## config.mk

```make
export PLATFORM = sky130hd
export DESIGN_NAME = linear_probe_hash_table
export DESIGN_NICKNAME = d
export VERILOG_FILES = /design/src/rtl/lph_pkg.sv /design/src/rtl/linear_probe_hash_table.sv /design/src/rtl/lph_seq.sv /design/src/rtl/lph_mod.sv /design/src/rtl/lph_store.sv
export VERILOG_INCLUDE_DIRS = /design/src /design/src/rtl
export SDC_FILE = /design/constraint.sdc
export NUM_CORES = 2
export LEC_CHECK = 0
export BUFFER_PORTS_ARGS = -buffer_cell sky130_fd_sc_hd__buf_2
export CAP_MARGIN = 20
export CORE_MARGIN = 5
export CORE_UTILIZATION = 40
export DETAILED_ROUTE_END_ITERATION = 16
export SYNTH_ARGS = -nofsm -noshare
export SYNTH_HDL_FRONTEND = slang
export SYNTH_SLANG_ARGS = --single-unit
```

## constraint.sdc

```tcl
create_clock -name i_clk -period 29.6 [get_ports i_clk]
set_input_delay 4.44 -clock i_clk [delete_from_list [all_inputs] [get_ports i_clk]]
set_output_delay 4.44 -clock i_clk [all_outputs]
set_load 0.02 [all_outputs]
```

## src/rtl/linear_probe_hash_table_defines.svh

```systemverilog
// Assertion macros for the linear probing hash table.
`ifndef LINEAR_PROBE_HASH_TABLE_DEFINES_SVH
`define LINEAR_PROBE_HASH_TABLE_DEFINES_SVH

// same-cycle implication under clock and reset
`define LPH_ASSERT_IMP(lbl, ante, cons) \
    lbl: assert property (@(posedge i_clk) disable iff (!i_rst_n) (ante) |-> (cons)) \
        else $error("hash table check failed");

// next-cycle implication under clock and reset
`define LPH_ASSERT_NXT(lbl, ante, cons) \
    lbl: assert property (@(posedge i_clk) disable iff (!i_rst_n) (ante) |=> (cons)) \
        else $error("hash table check failed");

`endif

```

## src/rtl/lph_pkg.sv

```systemverilog
// Shared types, constants and control store of the linear probing hash table.
`default_nettype none
package lph_pkg;

    localparam int SIZE_MAX = 255;
    localparam int MOD_BITS_PER_CYCLE = 8;
    localparam logic [1:0] MOD_LAST = 2'd3;
    localparam logic [7:0] SIZE_RESET = 8'd128;

    localparam logic KIND_INSERT = 1'b0;
    localparam logic KIND_SEARCH = 1'b1;

    typedef enum logic [1:0] {
        OUT_INSERTED  = 2'd0,
        OUT_FULL      = 2'd1,
        OUT_FOUND     = 2'd2,
        OUT_NOT_FOUND = 2'd3
    } t_outcome;

    typedef enum logic [2:0] {
        ACT_NONE,
        ACT_LOAD,
        ACT_MOD,
        ACT_FIX,
        ACT_READ,
        ACT_EVAL,
        ACT_EMIT
    } t_act;

    typedef enum logic [2:0] {
        CND_ALWAYS,
        CND_NO_INPUT,
        CND_MOD_BUSY,
        CND_PROBE_MORE,
        CND_OUT_BUSY
    } t_cond;

    typedef logic [2:0] t_step;

    localparam t_step STEP_IDLE = 3'd0;
    localparam t_step STEP_MOD  = 3'd1;
    localparam t_step STEP_FIX  = 3'd2;
    localparam t_step STEP_READ = 3'd3;
    localparam t_step STEP_EVAL = 3'd4;
    localparam t_step STEP_EMIT = 3'd5;

    typedef struct packed {
        t_act  act;
        t_cond cond;
        t_step jmp_t;
        t_step jmp_f;
    } t_uop;

    typedef struct packed {
        logic in_valid;
        logic mod_busy;
        logic probe_more;
        logic out_busy;
    } t_status;

    function automatic t_uop uop_rom(input t_step s);
        t_uop u;
        case (s)
            STEP_IDLE: u = '{ACT_LOAD, CND_NO_INPUT,   STEP_IDLE, STEP_MOD};
            STEP_MOD:  u = '{ACT_MOD,  CND_MOD_BUSY,   STEP_MOD,  STEP_FIX};
            STEP_FIX:  u = '{ACT_FIX,  CND_ALWAYS,     STEP_READ, STEP_READ};
            STEP_READ: u = '{ACT_READ, CND_ALWAYS,     STEP_EVAL, STEP_EVAL};
            STEP_EVAL: u = '{ACT_EVAL, CND_PROBE_MORE, STEP_READ, STEP_EMIT};
            STEP_EMIT: u = '{ACT_EMIT, CND_OUT_BUSY,   STEP_EMIT, STEP_IDLE};
            default:   u = '{ACT_NONE, CND_ALWAYS,     STEP_IDLE, STEP_IDLE};
        endcase
        return u;
    endfunction

endpackage
`default_nettype wire

```

## src/rtl/linear_probe_hash_table.sv

```systemverilog
// Top level of the linear probing hash table: datapath, handshakes and checks.
`default_nettype none
`include "linear_probe_hash_table_defines.svh"
// One request at a time: accept, then the signed modulo (four passes of eight bits),
// setup, the probes (each a registered slot read, then a compare) and the hand-over to
// the output register; a request makes from 1 to the table size probes. A new request
// is taken while the last result waits in the output register. Reset clears all
// occupied flags at once; keys need no clearing. A table size of 0 acts as 1 and one
// above the slot count acts as the slot count (at most 255).
module linear_probe_hash_table
    import lph_pkg::*;
#(
    parameter int TABLE_DEPTH = 128
) (
    input  wire         i_clk,
    input  wire         i_rst_n,
    input  wire         i_cfg_valid,
    output logic        o_cfg_ready,
    input  wire  [7:0]  i_cfg_data,    // table_size
    input  wire         s_axis_tvalid,
    output logic        s_axis_tready,
    input  wire  [31:0] s_axis_tdata,  // key[31:0]
    input  wire         s_axis_tuser,  // kind[0]
    output logic        m_axis_tvalid,
    input  wire         m_axis_tready,
    output logic [7:0]  m_axis_tdata,  // slot[6:0], zero[7]
    output logic [1:0]  m_axis_tuser   // outcome[1:0]
);

    localparam int SLOTS = (TABLE_DEPTH < SIZE_MAX) ? TABLE_DEPTH : SIZE_MAX;
    localparam int IW    = $clog2(SLOTS);

    t_act               act;
    t_status            status;
    logic        [7:0]  r_size;
    logic        [7:0]  size_eff;
    logic               r_kind;
    logic signed [31:0] r_key;
    logic        [7:0]  r_size_eff;
    logic        [IW-1:0] r_pos;
    logic        [IW-1:0] n_pos;
    logic        [7:0]  r_probes;
    logic        [7:0]  n_probes;
    t_outcome           r_res_outcome;
    t_outcome           n_res_outcome;
    logic        [6:0]  r_res_slot;
    logic        [6:0]  n_res_slot;
    logic               r_m_valid;
    t_outcome           r_m_outcome;
    logic        [6:0]  r_m_slot;
    logic               in_accept;
    logic               mod_busy;
    logic        [7:0]  mod_rem;
    logic               rd_used;
    logic        [31:0] rd_key;
    logic               st_rd;
    logic               st_wr;
    logic        [7:0]  pos8;
    logic        [8:0]  pos_inc;
    logic               exhausted;
    logic               done_hit;
    logic               emit;

    assign o_cfg_ready = 1'b1;

    always_ff @(posedge i_clk) begin
        if (!i_rst_n) begin
            r_size <= SIZE_RESET;
        end else if (i_cfg_valid) begin
            r_size <= i_cfg_data;
        end
    end

    always_comb begin
        if (r_size == 8'd0) begin
            size_eff = 8'd1;
        end else if (int'(r_size) > SLOTS) begin
            size_eff = 8'(SLOTS);
        end else begin
            size_eff = r_size;
        end
    end

    lph_seq u_seq (
        .i_clk    (i_clk),
        .i_rst_n  (i_rst_n),
        .i_status (status),
        .o_act    (act)
    );

    lph_mod u_mod (
        .i_clk   (i_clk),
        .i_rst_n (i_rst_n),
        .i_start (in_accept),
        .i_key   (s_axis_tdata),
        .i_size  (size_eff),
        .o_busy  (mod_busy),
        .o_rem   (mod_rem)
    );

    lph_store #(
        .SLOTS (SLOTS),
        .IW    (IW)
    ) u_store (
        .i_clk   (i_clk),
        .i_rst_n (i_rst_n),
        .i_rd    (st_rd),
        .i_wr    (st_wr),
        .i_addr  (r_pos),
        .i_wkey  (r_key),
        .o_used  (rd_used),
        .o_key   (rd_key)
    );

    assign s_axis_tready = (act == ACT_LOAD);
    assign in_accept     = s_axis_tvalid && s_axis_tready;

    always_comb begin
        pos8      = 8'(r_pos);
        pos_inc   = {1'b0, pos8} + 9'd1;
        exhausted = ({1'b0, r_probes} + 9'd1) == {1'b0, r_size_eff};
        if (r_kind == KIND_INSERT) begin
            done_hit = !rd_used;
        end else begin
            done_hit = !rd_used || (rd_key == r_key);
        end

        n_pos         = r_pos;
        n_probes      = r_probes;
        n_res_outcome = r_res_outcome;
        n_res_slot    = r_res_slot;
        st_rd         = 1'b0;
        st_wr         = 1'b0;
        emit          = 1'b0;

        case (act)
            ACT_FIX: begin
                n_pos    = IW'(mod_rem);
                n_probes = '0;
            end
            ACT_READ: begin
                st_rd = 1'b1;
            end
            ACT_EVAL: begin
                if (r_kind == KIND_INSERT && !rd_used) begin
                    st_wr         = 1'b1;
                    n_res_outcome = OUT_INSERTED;
                    n_res_slot    = pos8[6:0];
                end else if (r_kind == KIND_SEARCH && !rd_used) begin
                    n_res_outcome = OUT_NOT_FOUND;
                    n_res_slot    = '0;
                end else if (r_kind == KIND_SEARCH && rd_key == r_key) begin
                    n_res_outcome = OUT_FOUND;
                    n_res_slot    = pos8[6:0];
                end else begin
                    n_res_outcome = (r_kind == KIND_INSERT) ? OUT_FULL : OUT_NOT_FOUND;
                    n_res_slot    = '0;
                    n_probes      = r_probes + 8'd1;
                    n_pos         = (pos_inc == {1'b0, r_size_eff}) ? '0 : IW'(pos_inc);
                end
            end
            ACT_EMIT: begin
                emit = !r_m_valid || m_axis_tready;
            end
            default: begin
            end
        endcase

        status.in_valid   = s_axis_tvalid;
        status.mod_busy   = mod_busy;
        status.probe_more = !done_hit && !exhausted;
        status.out_busy   = r_m_valid && !m_axis_tready;
    end

    always_ff @(posedge i_clk) begin
        if (in_accept) begin
            r_kind     <= s_axis_tuser;
            r_key      <= s_axis_tdata;
            r_size_eff <= size_eff;
        end
        r_pos         <= n_pos;
        r_probes      <= n_probes;
        r_res_outcome <= n_res_outcome;
        r_res_slot    <= n_res_slot;
        if (emit) begin
            r_m_outcome <= r_res_outcome;
            r_m_slot    <= r_res_slot;
        end
    end

    always_ff @(posedge i_clk) begin
        if (!i_rst_n) begin
            r_m_valid <= 1'b0;
        end else if (emit) begin
            r_m_valid <= 1'b1;
        end else if (m_axis_tready) begin
            r_m_valid <= 1'b0;
        end
    end

    assign m_axis_tvalid = r_m_valid;
    assign m_axis_tdata  = {1'b0, r_m_slot};
    assign m_axis_tuser  = r_m_outcome;

    `LPH_ASSERT_NXT(a_accept_starts_mod, in_accept, act == ACT_MOD)
    `LPH_ASSERT_IMP(a_write_free_slot, st_wr, !rd_used && act == ACT_EVAL)
    `LPH_ASSERT_IMP(a_probe_in_range, act == ACT_READ, 8'(r_pos) < r_size_eff)
    `LPH_ASSERT_IMP(a_miss_slot_zero,
        m_axis_tvalid && (m_axis_tuser == OUT_FULL || m_axis_tuser == OUT_NOT_FOUND),
        m_axis_tdata == 8'd0)

endmodule
`default_nettype wire

```

## src/rtl/lph_seq.sv

```systemverilog
// Microcode sequencer: step counter, control store and jump conditions.
`default_nettype none
module lph_seq
    import lph_pkg::*;
(
    input  wire     i_clk,
    input  wire     i_rst_n,
    input  t_status i_status,
    output t_act    o_act
);

    t_step r_step;
    t_step n_step;
    t_uop  uop;
    logic  cond_true;

    always_comb begin
        uop = uop_rom(r_step);
        case (uop.cond)
            CND_ALWAYS:     cond_true = 1'b1;
            CND_NO_INPUT:   cond_true = !i_status.in_valid;
            CND_MOD_BUSY:   cond_true = i_status.mod_busy;
            CND_PROBE_MORE: cond_true = i_status.probe_more;
            CND_OUT_BUSY:   cond_true = i_status.out_busy;
            default:        cond_true = 1'b1;
        endcase
        n_step = cond_true ? uop.jmp_t : uop.jmp_f;
        o_act  = uop.act;
    end

    always_ff @(posedge i_clk) begin
        if (!i_rst_n) begin
            r_step <= STEP_IDLE;
        end else begin
            r_step <= n_step;
        end
    end

endmodule
`default_nettype wire

```

## src/rtl/lph_mod.sv

```systemverilog
// Iterative signed modulo unit: eight remainder bits per cycle, result made non-negative.
`default_nettype none
module lph_mod
    import lph_pkg::*;
(
    input  wire         i_clk,
    input  wire         i_rst_n,
    input  wire         i_start,
    input  wire  [31:0] i_key,
    input  wire  [7:0]  i_size,
    output logic        o_busy,
    output logic [7:0]  o_rem
);

    logic        r_busy;
    logic [1:0]  r_cnt;
    logic [31:0] r_mag;
    logic [7:0]  r_rem;
    logic [7:0]  r_size;
    logic        r_neg;
    logic [31:0] n_mag;
    logic [7:0]  n_rem;

    always_comb begin
        logic [8:0]  rem;
        logic [31:0] mag;
        rem = {1'b0, r_rem};
        mag = r_mag;
        for (int i = 0; i < MOD_BITS_PER_CYCLE; i++) begin
            rem = {rem[7:0], mag[31]};
            mag = {mag[30:0], 1'b0};
            if (rem >= {1'b0, r_size}) begin
                rem = rem - {1'b0, r_size};
            end
        end
        n_rem = rem[7:0];
        n_mag = mag;
    end

    always_ff @(posedge i_clk) begin
        if (!i_rst_n) begin
            r_busy <= 1'b0;
            r_cnt  <= '0;
        end else if (i_start) begin
            r_busy <= 1'b1;
            r_cnt  <= '0;
        end else if (r_busy) begin
            r_cnt <= r_cnt + 2'd1;
            if (r_cnt == MOD_LAST) begin
                r_busy <= 1'b0;
            end
        end
    end

    always_ff @(posedge i_clk) begin
        if (i_start) begin
            r_mag  <= i_key[31] ? (32'd0 - i_key) : i_key;
            r_rem  <= '0;
            r_neg  <= i_key[31];
            r_size <= i_size;
        end else if (r_busy) begin
            r_mag <= n_mag;
            r_rem <= n_rem;
        end
    end

    assign o_busy = r_busy;
    assign o_rem  = (r_neg && (r_rem != 8'd0)) ? (r_size - r_rem) : r_rem;

endmodule
`default_nettype wire

```

## src/rtl/lph_store.sv

```systemverilog
// Slot store: key memory with registered read and reset-cleared occupied flags.
`default_nettype none
module lph_store #(
    parameter int SLOTS = 128,
    parameter int IW    = 7
) (
    input  wire          i_clk,
    input  wire          i_rst_n,
    input  wire          i_rd,
    input  wire          i_wr,
    input  wire [IW-1:0] i_addr,
    input  wire [31:0]   i_wkey,
    output logic         o_used,
    output logic [31:0]  o_key
);

    logic [31:0]      mem [SLOTS];
    logic [SLOTS-1:0] r_used;
    logic             r_rd_used;
    logic [31:0]      r_rd_key;

    always_ff @(posedge i_clk) begin
        if (i_wr) begin
            mem[i_addr] <= i_wkey;
        end
        if (i_rd) begin
            r_rd_key <= mem[i_addr];
        end
    end

    always_ff @(posedge i_clk) begin
        if (!i_rst_n) begin
            r_used <= '0;
        end else if (i_wr) begin
            r_used[i_addr] <= 1'b1;
        end
    end

    always_ff @(posedge i_clk) begin
        if (i_rd) begin
            r_rd_used <= r_used[i_addr];
        end
    end

    assign o_used = r_rd_used;
    assign o_key  = r_rd_key;

endmodule
`default_nettype wire
```

# Yosys cells after proc, flatten, opt, wreduce, memory -nomap -nowiden
# Memory sizes are Yosys's and may differ from the RTL's. A register that Yosys moved wholly into a read port is not among the register bits.
# Cells that the tools add are included.
# totals
romBits	0
ram_bits	4096
ff_bits	259
word_cells	142
n_memories	1
out_inout_bits	13
input_bits	46
latch_bits	0
# mem_list
name	depth	word_bits	rd	rd_ports_with_merged_regs	write_ports	line	text
u_store.mem	128	32	1	1	1	lph_store.sv:17	logic [31:0] mem [SLOTS];
# op_classes
n_div	0
magnitude_cmp	11
bitwise	3
mul	0
reduce_logical	25
add_sub_neg	14
eq_ne	21
muxes	47
shift	0
# op_table
cell	count
128-bit OR	1
32-bit 2-to-1 mux	3
8-bit 2-to-1 mux	12
9-bit by 8-bit greater-or-equal comparator with 1-bit output	8
12-bit case mux with 6 select lines	1
8-bit subtractor	8
7-bit 2-to-1 mux	8
32-bit equality test	1
1-bit by 32-bit subtractor with 32-bit output (first input constant)	1
3-bit equality test (second input constant)	6
8-bit case mux with 2 select lines	1
3-bit by 2-bit equality test with 1-bit output (second input constant)	5
1-bit 2-to-1 mux	14
7-bit case mux with 2 select lines	1
8-bit by 1-bit adder with 9-bit output (second input constant)	1
3-bit by 1-bit equality test with 1-bit output (second input constant)	3
9-bit by 8-bit equality test with 1-bit output	1
7-bit by 1-bit adder with 8-bit output (second input constant)	1
8-bit by 1-bit adder with 8-bit output (second input constant)	1
8-bit equality test	1
8-bit > comparator (second input constant)	1
1-bit logical AND	8
8-bit zero test	1
7-bit by 8-bit less-than comparator with 1-bit output (second input constant)	1
18 further kinds	32

# Logic depth before layout (Yosys ltp)
# depth
depth_word	16
ltp_mapped	85

# By module
# A second synthesis with hierarchy kept.
# hier_totals
cells_unflattened	10139
area_unflattened_um2	171460.7
# by_module_without_submodules
module	seq_area_each_um2	instances	area_each_um2	cells_each
lph_store	126551.4	1	160710.4	8996
lph_mod	1451.4	1	6703.9	822
linear_probe_hash_table	2402.3	1	3848.7	296
lph_seq	60.1	1	197.7	25

# Worst setup path after synthesis
# Ideal clock, no wire load.
# synth_path
path_type	flip-flop to flip-flop
start	register u_mod.r_size[1]
end	register u_mod.r_rem[2]
setup_time_ns	0.108
arrival_ns	17.177
required_time_ns	29.492
setup_slack_ns	12.315
n_path_buf	4
synth_period_minus_slack_ns	17.285
path_stages_with_launch	83
path_cell_list	edfxtp_1 inv_1 ha_1 a21oi_1 o31a_1 nand2_1 o21ai_0 inv_1 ha_1 nor2b_1 o31a_1 o21ai_0 nand3_1 a211oi_2 buf_6 mux2i_1 ha_1 nor2b_1 (+47 left out) o21ai_0 o211ai_1 a21o_1 a41oi_1 o211ai_2 mux2i_1 ha_1 a21o_1 a21o_1 a21o_1 a21o_1 a21o_1 a21oi_1 o21ai_0 a21oi_1 nand2_2 or4b_1 o311ai_1
# synth_via
elab_chain_len	16
word_cells_on_any_way	24
classes_between	add/sub (8); order compare (8); mux (8)
# synth_rtl
element	line	text
start, declared	lph_mod.sv:19	logic [7:0] r_size;
start signal, assigned	lph_mod.sv:60	r_size <= i_size;
8-bit subtractor or 9-bit by 8-bit greater-or-equal comparator with 1-bit output (tied branches)	lph_mod.sv:33, lph_mod.sv:32	
8-bit 2-to-1 mux	lph_mod.sv:32	if (rem >= {1'b0, r_size}) begin
8-bit subtractor or 9-bit by 8-bit greater-or-equal comparator with 1-bit output (tied branches)	lph_mod.sv:33, lph_mod.sv:32	
8-bit 2-to-1 mux	lph_mod.sv:32	
8-bit subtractor or 9-bit by 8-bit greater-or-equal comparator with 1-bit output (tied branches)	lph_mod.sv:33, lph_mod.sv:32	
8-bit 2-to-1 mux	lph_mod.sv:32	
8-bit subtractor or 9-bit by 8-bit greater-or-equal comparator with 1-bit output (tied branches)	lph_mod.sv:33, lph_mod.sv:32	
8-bit 2-to-1 mux	lph_mod.sv:32	
8-bit subtractor or 9-bit by 8-bit greater-or-equal comparator with 1-bit output (tied branches)	lph_mod.sv:33, lph_mod.sv:32	
8-bit 2-to-1 mux	lph_mod.sv:32	
8-bit subtractor or 9-bit by 8-bit greater-or-equal comparator with 1-bit output (tied branches)	lph_mod.sv:33, lph_mod.sv:32	
8-bit 2-to-1 mux	lph_mod.sv:32	
8-bit subtractor or 9-bit by 8-bit greater-or-equal comparator with 1-bit output (tied branches)	lph_mod.sv:33, lph_mod.sv:32	
8-bit 2-to-1 mux	lph_mod.sv:32	
9-bit by 8-bit greater-or-equal comparator with 1-bit output or 8-bit subtractor (tied branches)	lph_mod.sv:32, lph_mod.sv:33	
8-bit 2-to-1 mux *	lph_mod.sv:32	
end signal, assigned	lph_mod.sv:63	r_rem <= n_rem;
end, declared	lph_mod.sv:18	logic [7:0] r_rem;
# Every way passes the cells marked *; elsewhere a longest branch is shown, timed or not.
# A chain may end at the register's enable or synchronous reset.

# Worst setup path in the final report
# layout_path
start	register u_mod.r_size[3]
end	register u_mod.r_rem[2]
# layout_via
elab_chain_len	16
word_cells_on_any_way	24
classes_between	add/sub (8); order compare (8); mux (8)
# layout_rtl
element	line
8-bit subtractor or 9-bit by 8-bit greater-or-equal comparator with 1-bit output (tied branches)	lph_mod.sv:33, lph_mod.sv:32
8-bit 2-to-1 mux	lph_mod.sv:32
8-bit subtractor or 9-bit by 8-bit greater-or-equal comparator with 1-bit output (tied branches)	lph_mod.sv:33, lph_mod.sv:32
8-bit 2-to-1 mux	lph_mod.sv:32
8-bit subtractor or 9-bit by 8-bit greater-or-equal comparator with 1-bit output (tied branches)	lph_mod.sv:33, lph_mod.sv:32
8-bit 2-to-1 mux	lph_mod.sv:32
8-bit subtractor or 9-bit by 8-bit greater-or-equal comparator with 1-bit output (tied branches)	lph_mod.sv:33, lph_mod.sv:32
8-bit 2-to-1 mux	lph_mod.sv:32
8-bit subtractor or 9-bit by 8-bit greater-or-equal comparator with 1-bit output (tied branches)	lph_mod.sv:33, lph_mod.sv:32
8-bit 2-to-1 mux	lph_mod.sv:32
9-bit by 8-bit greater-or-equal comparator with 1-bit output or 8-bit subtractor (tied branches)	lph_mod.sv:32, lph_mod.sv:33
8-bit 2-to-1 mux	lph_mod.sv:32
8-bit subtractor or 9-bit by 8-bit greater-or-equal comparator with 1-bit output (tied branches)	lph_mod.sv:33, lph_mod.sv:32
8-bit 2-to-1 mux	lph_mod.sv:32
8-bit subtractor or 9-bit by 8-bit greater-or-equal comparator with 1-bit output (tied branches)	lph_mod.sv:33, lph_mod.sv:32
8-bit 2-to-1 mux *	lph_mod.sv:32
# Marks and branches as above.

==> load_flow_metrics.sql <==
INSERT INTO impl_metrics (metric_group, metric, value, unit) VALUES
('run_status', 'outcome', 'completed', ''),
('worst_setup_path', 'r2r_end', 'u_mod.r_rem[2]$_SDFFE_PP0P_', ''),
('clock_tree', 'htree_num_levels', '5', ''),
('placement', 'place_hpwl', '299', 'mm'),
('clock_tree', 'path_clk_slew', '70', 'ps'),
('drt', 'detailedRoute.firstIterationViolations', '14640', ''),
('synthesis', 'synthesis.area', '163000', 'sq um'),
('worst_setup_path', 'cp_max_stage_delay', '840', 'ps'),
('global_routing', 'number_of_antenna_violations_at_the_first_check_in_global_routing', '55', ''),
('synthesis', 'synth_top_cell_area_share', '78.2', '%'),
('synthesis', 'netlist_instances', '9151', ''),
('clock_tree', 'tritoncts', 'yes', ''),
('clock_tree', 'skew_pair_late_insertion_delay', '1000', 'ps'),
('worst_setup_path', 'critPathMaxFanout', '22', ''),
('worst_setup_path', 'reg2reg_depth', '81', ''),
('clock_tree', 'count_of_hold_fix_buffers_inserted_at_cts', '0', ''),
('cells_and_area', 'final_layout_size_suffix_gt1_share', '12.9', '%'),
('sta', 'slew_viol_final', '0', ''),
('floorplanning', 'initial_utilization', '40.1', '%'),
('worst_setup_path', 'worst_reg2reg_setup_slack', '8830', 'ps'),
('worst_setup_path', 'reg2reg_from', 'u_mod.r_size[3]$_SDFFCE_PP0P_', ''),
('placement', 'pre_cts_ws', '8700', 'ps'),
('global_routing', 'grt_pass1_vias', '92309', ''),
('sta', 'rsz0062_at_grt', 'false', ''),
('global_routing', 'largest_net_degree_at_the_start_of_global_routing', '129', ''),
('drt', 'finalWirelength', '537', 'mm'),
('worst_setup_path', 'timing.critical_path.arrival', '21650', 'ps'),
('worst_setup_path', 'setup.worst_path.end_class', 'register', ''),
('global_routing', 'wire_length_of_the_first_global_routing_pass', '740', 'mm'),
('synthesis', 'netlist.top_cell.by_area', 'sky130_fd_sc_hd__edfxtp_1', ''),
('synthesis', 'count_of_synthesis_stage_warnings_from_yosys', '0', ''),
('global_routing', 'grt_usage', '24.7', '%'),
('worst_setup_path', 'critical_path.startpoint', 'u_mod.r_size[3]$_SDFFCE_PP0P_', ''),
('floorplanning', 'boundaryPins', '59', ''),
('sta', 'minimum_period_implied_by_the_final_worst_setup_slack', '20770', 'ps'),
('drt', 'post-route-drc-count', '0', ''),
('synthesis', 'syn_area_per_cell', '17.8', 'sq um'),
('cells_and_area', 'nFillCells', '33949', ''),
('floorplanning', 'die_width', '648', 'microns'),
('sta', 'tightestPinTransition', '1370', 'ps'),
('sta', 'postLayoutSetupSlackWorst', '8830', 'ps'),
('drt', 'vias_per_cell', '6.37', ''),
('worst_hold_path', 'hp-class', 'reg -> reg', ''),
('sta', 'min_period_over_period', '70.2', '%'),
('clock_tree', 'ctsResizeCount', '0', ''),
('cells_and_area', 'post-route-util', '45.9', '%'),
('placement', 'port_buffer_count', '56', ''),
('synthesis', 'synthMostInstantiatedCell', 'sky130_fd_sc_hd__edfxtp_1', ''),
('synthesis', 'mappedNetlistNets', '9280', ''),
('drt', 'wl_per_cell', '35.1', 'microns'),
('worst_hold_path', 'min_to', 'm_axis_tuser[1]$_DFFE_PP_', ''),
('floorplanning', 'design.die.area', '419000', 'sq um'),
('clock_tree', 'clkSinkCount', '4386', ''),
('clock_tree', 'cts_setup_buffers', '0', ''),
('cells_and_area', 'finish.net_count', '9569', ''),
('sta', 'timing.final.hold_violations', '0', ''),
('drt', 'vias', '97397', ''),
('clock_tree', 'cts-root-buf', 'sky130_fd_sc_hd__clkbuf_16', ''),
('sta', 'slew-limit-headroom', '8.39', '%'),
('worst_setup_path', 'category_of_the_worst_setup_path_launch_point', 'register', ''),
('synthesis', 'synth_sequential_area_ratio', '80.1', '%'),
('worst_setup_path', 'most_frequent_cell_on_the_critical_path', 'sky130_fd_sc_hd__o21ai_0', ''),
('worst_hold_path', 'timing.hold.worst.start', 'r_res_outcome[1]$_SDFFCE_PP0P_', ''),
('clock_tree', 'cts_inserted_buffers', '430', ''),
('worst_setup_path', 'worst-endpoint-required', '30480', 'ps'),
('synthesis', 'yosys-top-cells-area', 'sky130_fd_sc_hd__edfxtp_1 (78%), sky130_fd_sc_hd__a22oi_1 (6.1%), sky130_fd_sc_hd__a221oi_1 (2.2%)', ''),
('worst_hold_path', 'worst_hold_path.num_cells', '0', ''),
('sta', 'finalSetupViolations', '0', ''),
('synthesis', 'yosys_register_bits', '4386', ''),
('sta', 'max_freq', '48.1', 'MHz'),
('floorplanning', 'fp.dieH', '648', 'microns');
[per-layer routing]
| layer | global-route usage [%] | wire, microns | vias to the layer above |
|---|---|---|---|
| li1 | - | - | 39282 |
| met1 | 33.5 | 205000 | 50695 |
| met2 | 37.5 | 241000 | 6403 |
| met3 | 6.47 | 62600 | 1003 |
| met4 | 11.3 | 28200 | 14 |
| met5 | 0 | 83 | - |
[through the flow]
step / hold slack (ps) / area [sq um] / cells
after CTS: 426 / 186000 / 15228
after floorplan: 400 / 163000 / 9151
final: 424 / 186000 / 15282
after global routing: 448 / 186000 / 15251
after detailed placement: 416 / 172000 / 14423
after global placement: 408 / 172000 / 14412
[placed cells by master, fill, tap and decap left out, types with 34 or more instances in the layout]
master	synthesis	layout
sky130_fd_sc_hd__clkinv_1	0	88
sky130_fd_sc_hd__mux2i_1	34	34
sky130_fd_sc_hd__buf_4	3	356
sky130_fd_sc_hd__a22oi_1	1316	1316
sky130_fd_sc_hd__xnor2_1	69	69
sky130_fd_sc_hd__clkinv_2	0	66
sky130_fd_sc_hd__buf_2	0	58
sky130_fd_sc_hd__a21oi_1	88	88
sky130_fd_sc_hd__clkbuf_16	0	433
sky130_fd_sc_hd__a221oi_1	411	411
sky130_fd_sc_hd__bufinv_16	0	36
sky130_fd_sc_hd__xor2_1	57	57
sky130_fd_sc_hd__nand3_1	62	61
sky130_fd_sc_hd__nor4_1	60	52
sky130_fd_sc_hd__nor2_4	0	129
sky130_fd_sc_hd__nand4_1	242	242
sky130_fd_sc_hd__o211ai_1	49	49
sky130_fd_sc_hd__nor2b_1	42	40
sky130_fd_sc_hd__o21ai_0	149	140
sky130_fd_sc_hd__edfxtp_1	4235	4235
sky130_fd_sc_hd__dfxtp_1	151	151
sky130_fd_sc_hd__inv_1	52	51
sky130_fd_sc_hd__a22o_1	404	404
sky130_fd_sc_hd__nor2_1	222	90
sky130_fd_sc_hd__clkbuf_1	433	110
sky130_fd_sc_hd__nand2_1	113	110
sky130_fd_sc_hd__a31oi_1	289	286
sky130_fd_sc_hd__o21a_1	142	142
sky130_fd_sc_hd__diode_2	0	41
sky130_fd_sc_hd__ha_1	74	74
[worst max-delay path: cells and delay by family (launching register included)]
kind,cells,cell delay (ps)
compound gates,43,10640
simple gates,20,3750
fa+ha+maj,8,2720
mux,5,2100
buf+inv,5,950
flops,1,460
[worst max-delay path by stage]
stage	end	slack, ps	depth (start not counted)
2_1_floorplan	u_mod.r_rem[2]$_SDFFE_PP0P_	12310	82
3_3_place_gp	u_mod.r_rem[2]$_SDFFE_PP0P_	8420	79
3_5_place_dp	u_mod.r_rem[2]$_SDFFE_PP0P_	8700	79
4_1_cts	u_mod.r_rem[2]$_SDFFE_PP0P_	8610	79
5_1_grt	u_mod.r_rem[2]$_SDFFE_PP0P_	6800	79
6_report	u_mod.r_rem[2]$_SDFFE_PP0P_	8830	81
[logic make-up after synthesis]
family	synth area share [%]
muxes	0.405
AOI/OAI and AO/OA	13.8
adders and majority gates	0.680
other	0.00462
xor gates and xnor gates	0.679
DFF	80.1
buffers and inverters	1.51
and+or+nand+nor	2.81
[flip-flops by register name, summed over array words and instances, names as in the netlist]
signal          count
m_axis_tuser        2
m_axis_tvalid       1
r_key              32
r_kind              1
r_m_slot            7
r_pos               7
r_probes            8
r_res_outcome       2
r_res_slot          7
r_size              8
u_mod.o_busy        1
u_mod.r_cnt         2
u_mod.r_mag        32
u_mod.r_rem         8
u_mod.r_size        8
u_seq.r_step        3
u_store.mem      4096
u_store.o_key      32
u_store.o_used      1
u_store.r_used    128
[final cells by class]
| class | instances | area (sq um) | share of cell area [%] |
|---|---|---|---|
| flip-flops and latches | 4386 | 130000 | 70.0 |
| multi-input cells | 4115 | 31100 | 16.7 |
| clock buffers | 576 | 11700 | 6.29 |
| well taps | 5428 | 6790 | 3.65 |
| repair buffers | 455 | 3720 | 2.00 |
| clock inverters | 229 | 2290 | 1.23 |
| inverters | 52 | 195 | 0.105 |
| diodes | 41 | 103 | 0.0551 |
Power is left out: the tool's default activity adds up to more than one toggle a clock period on the data nets, which glitch-free logic cannot reach.
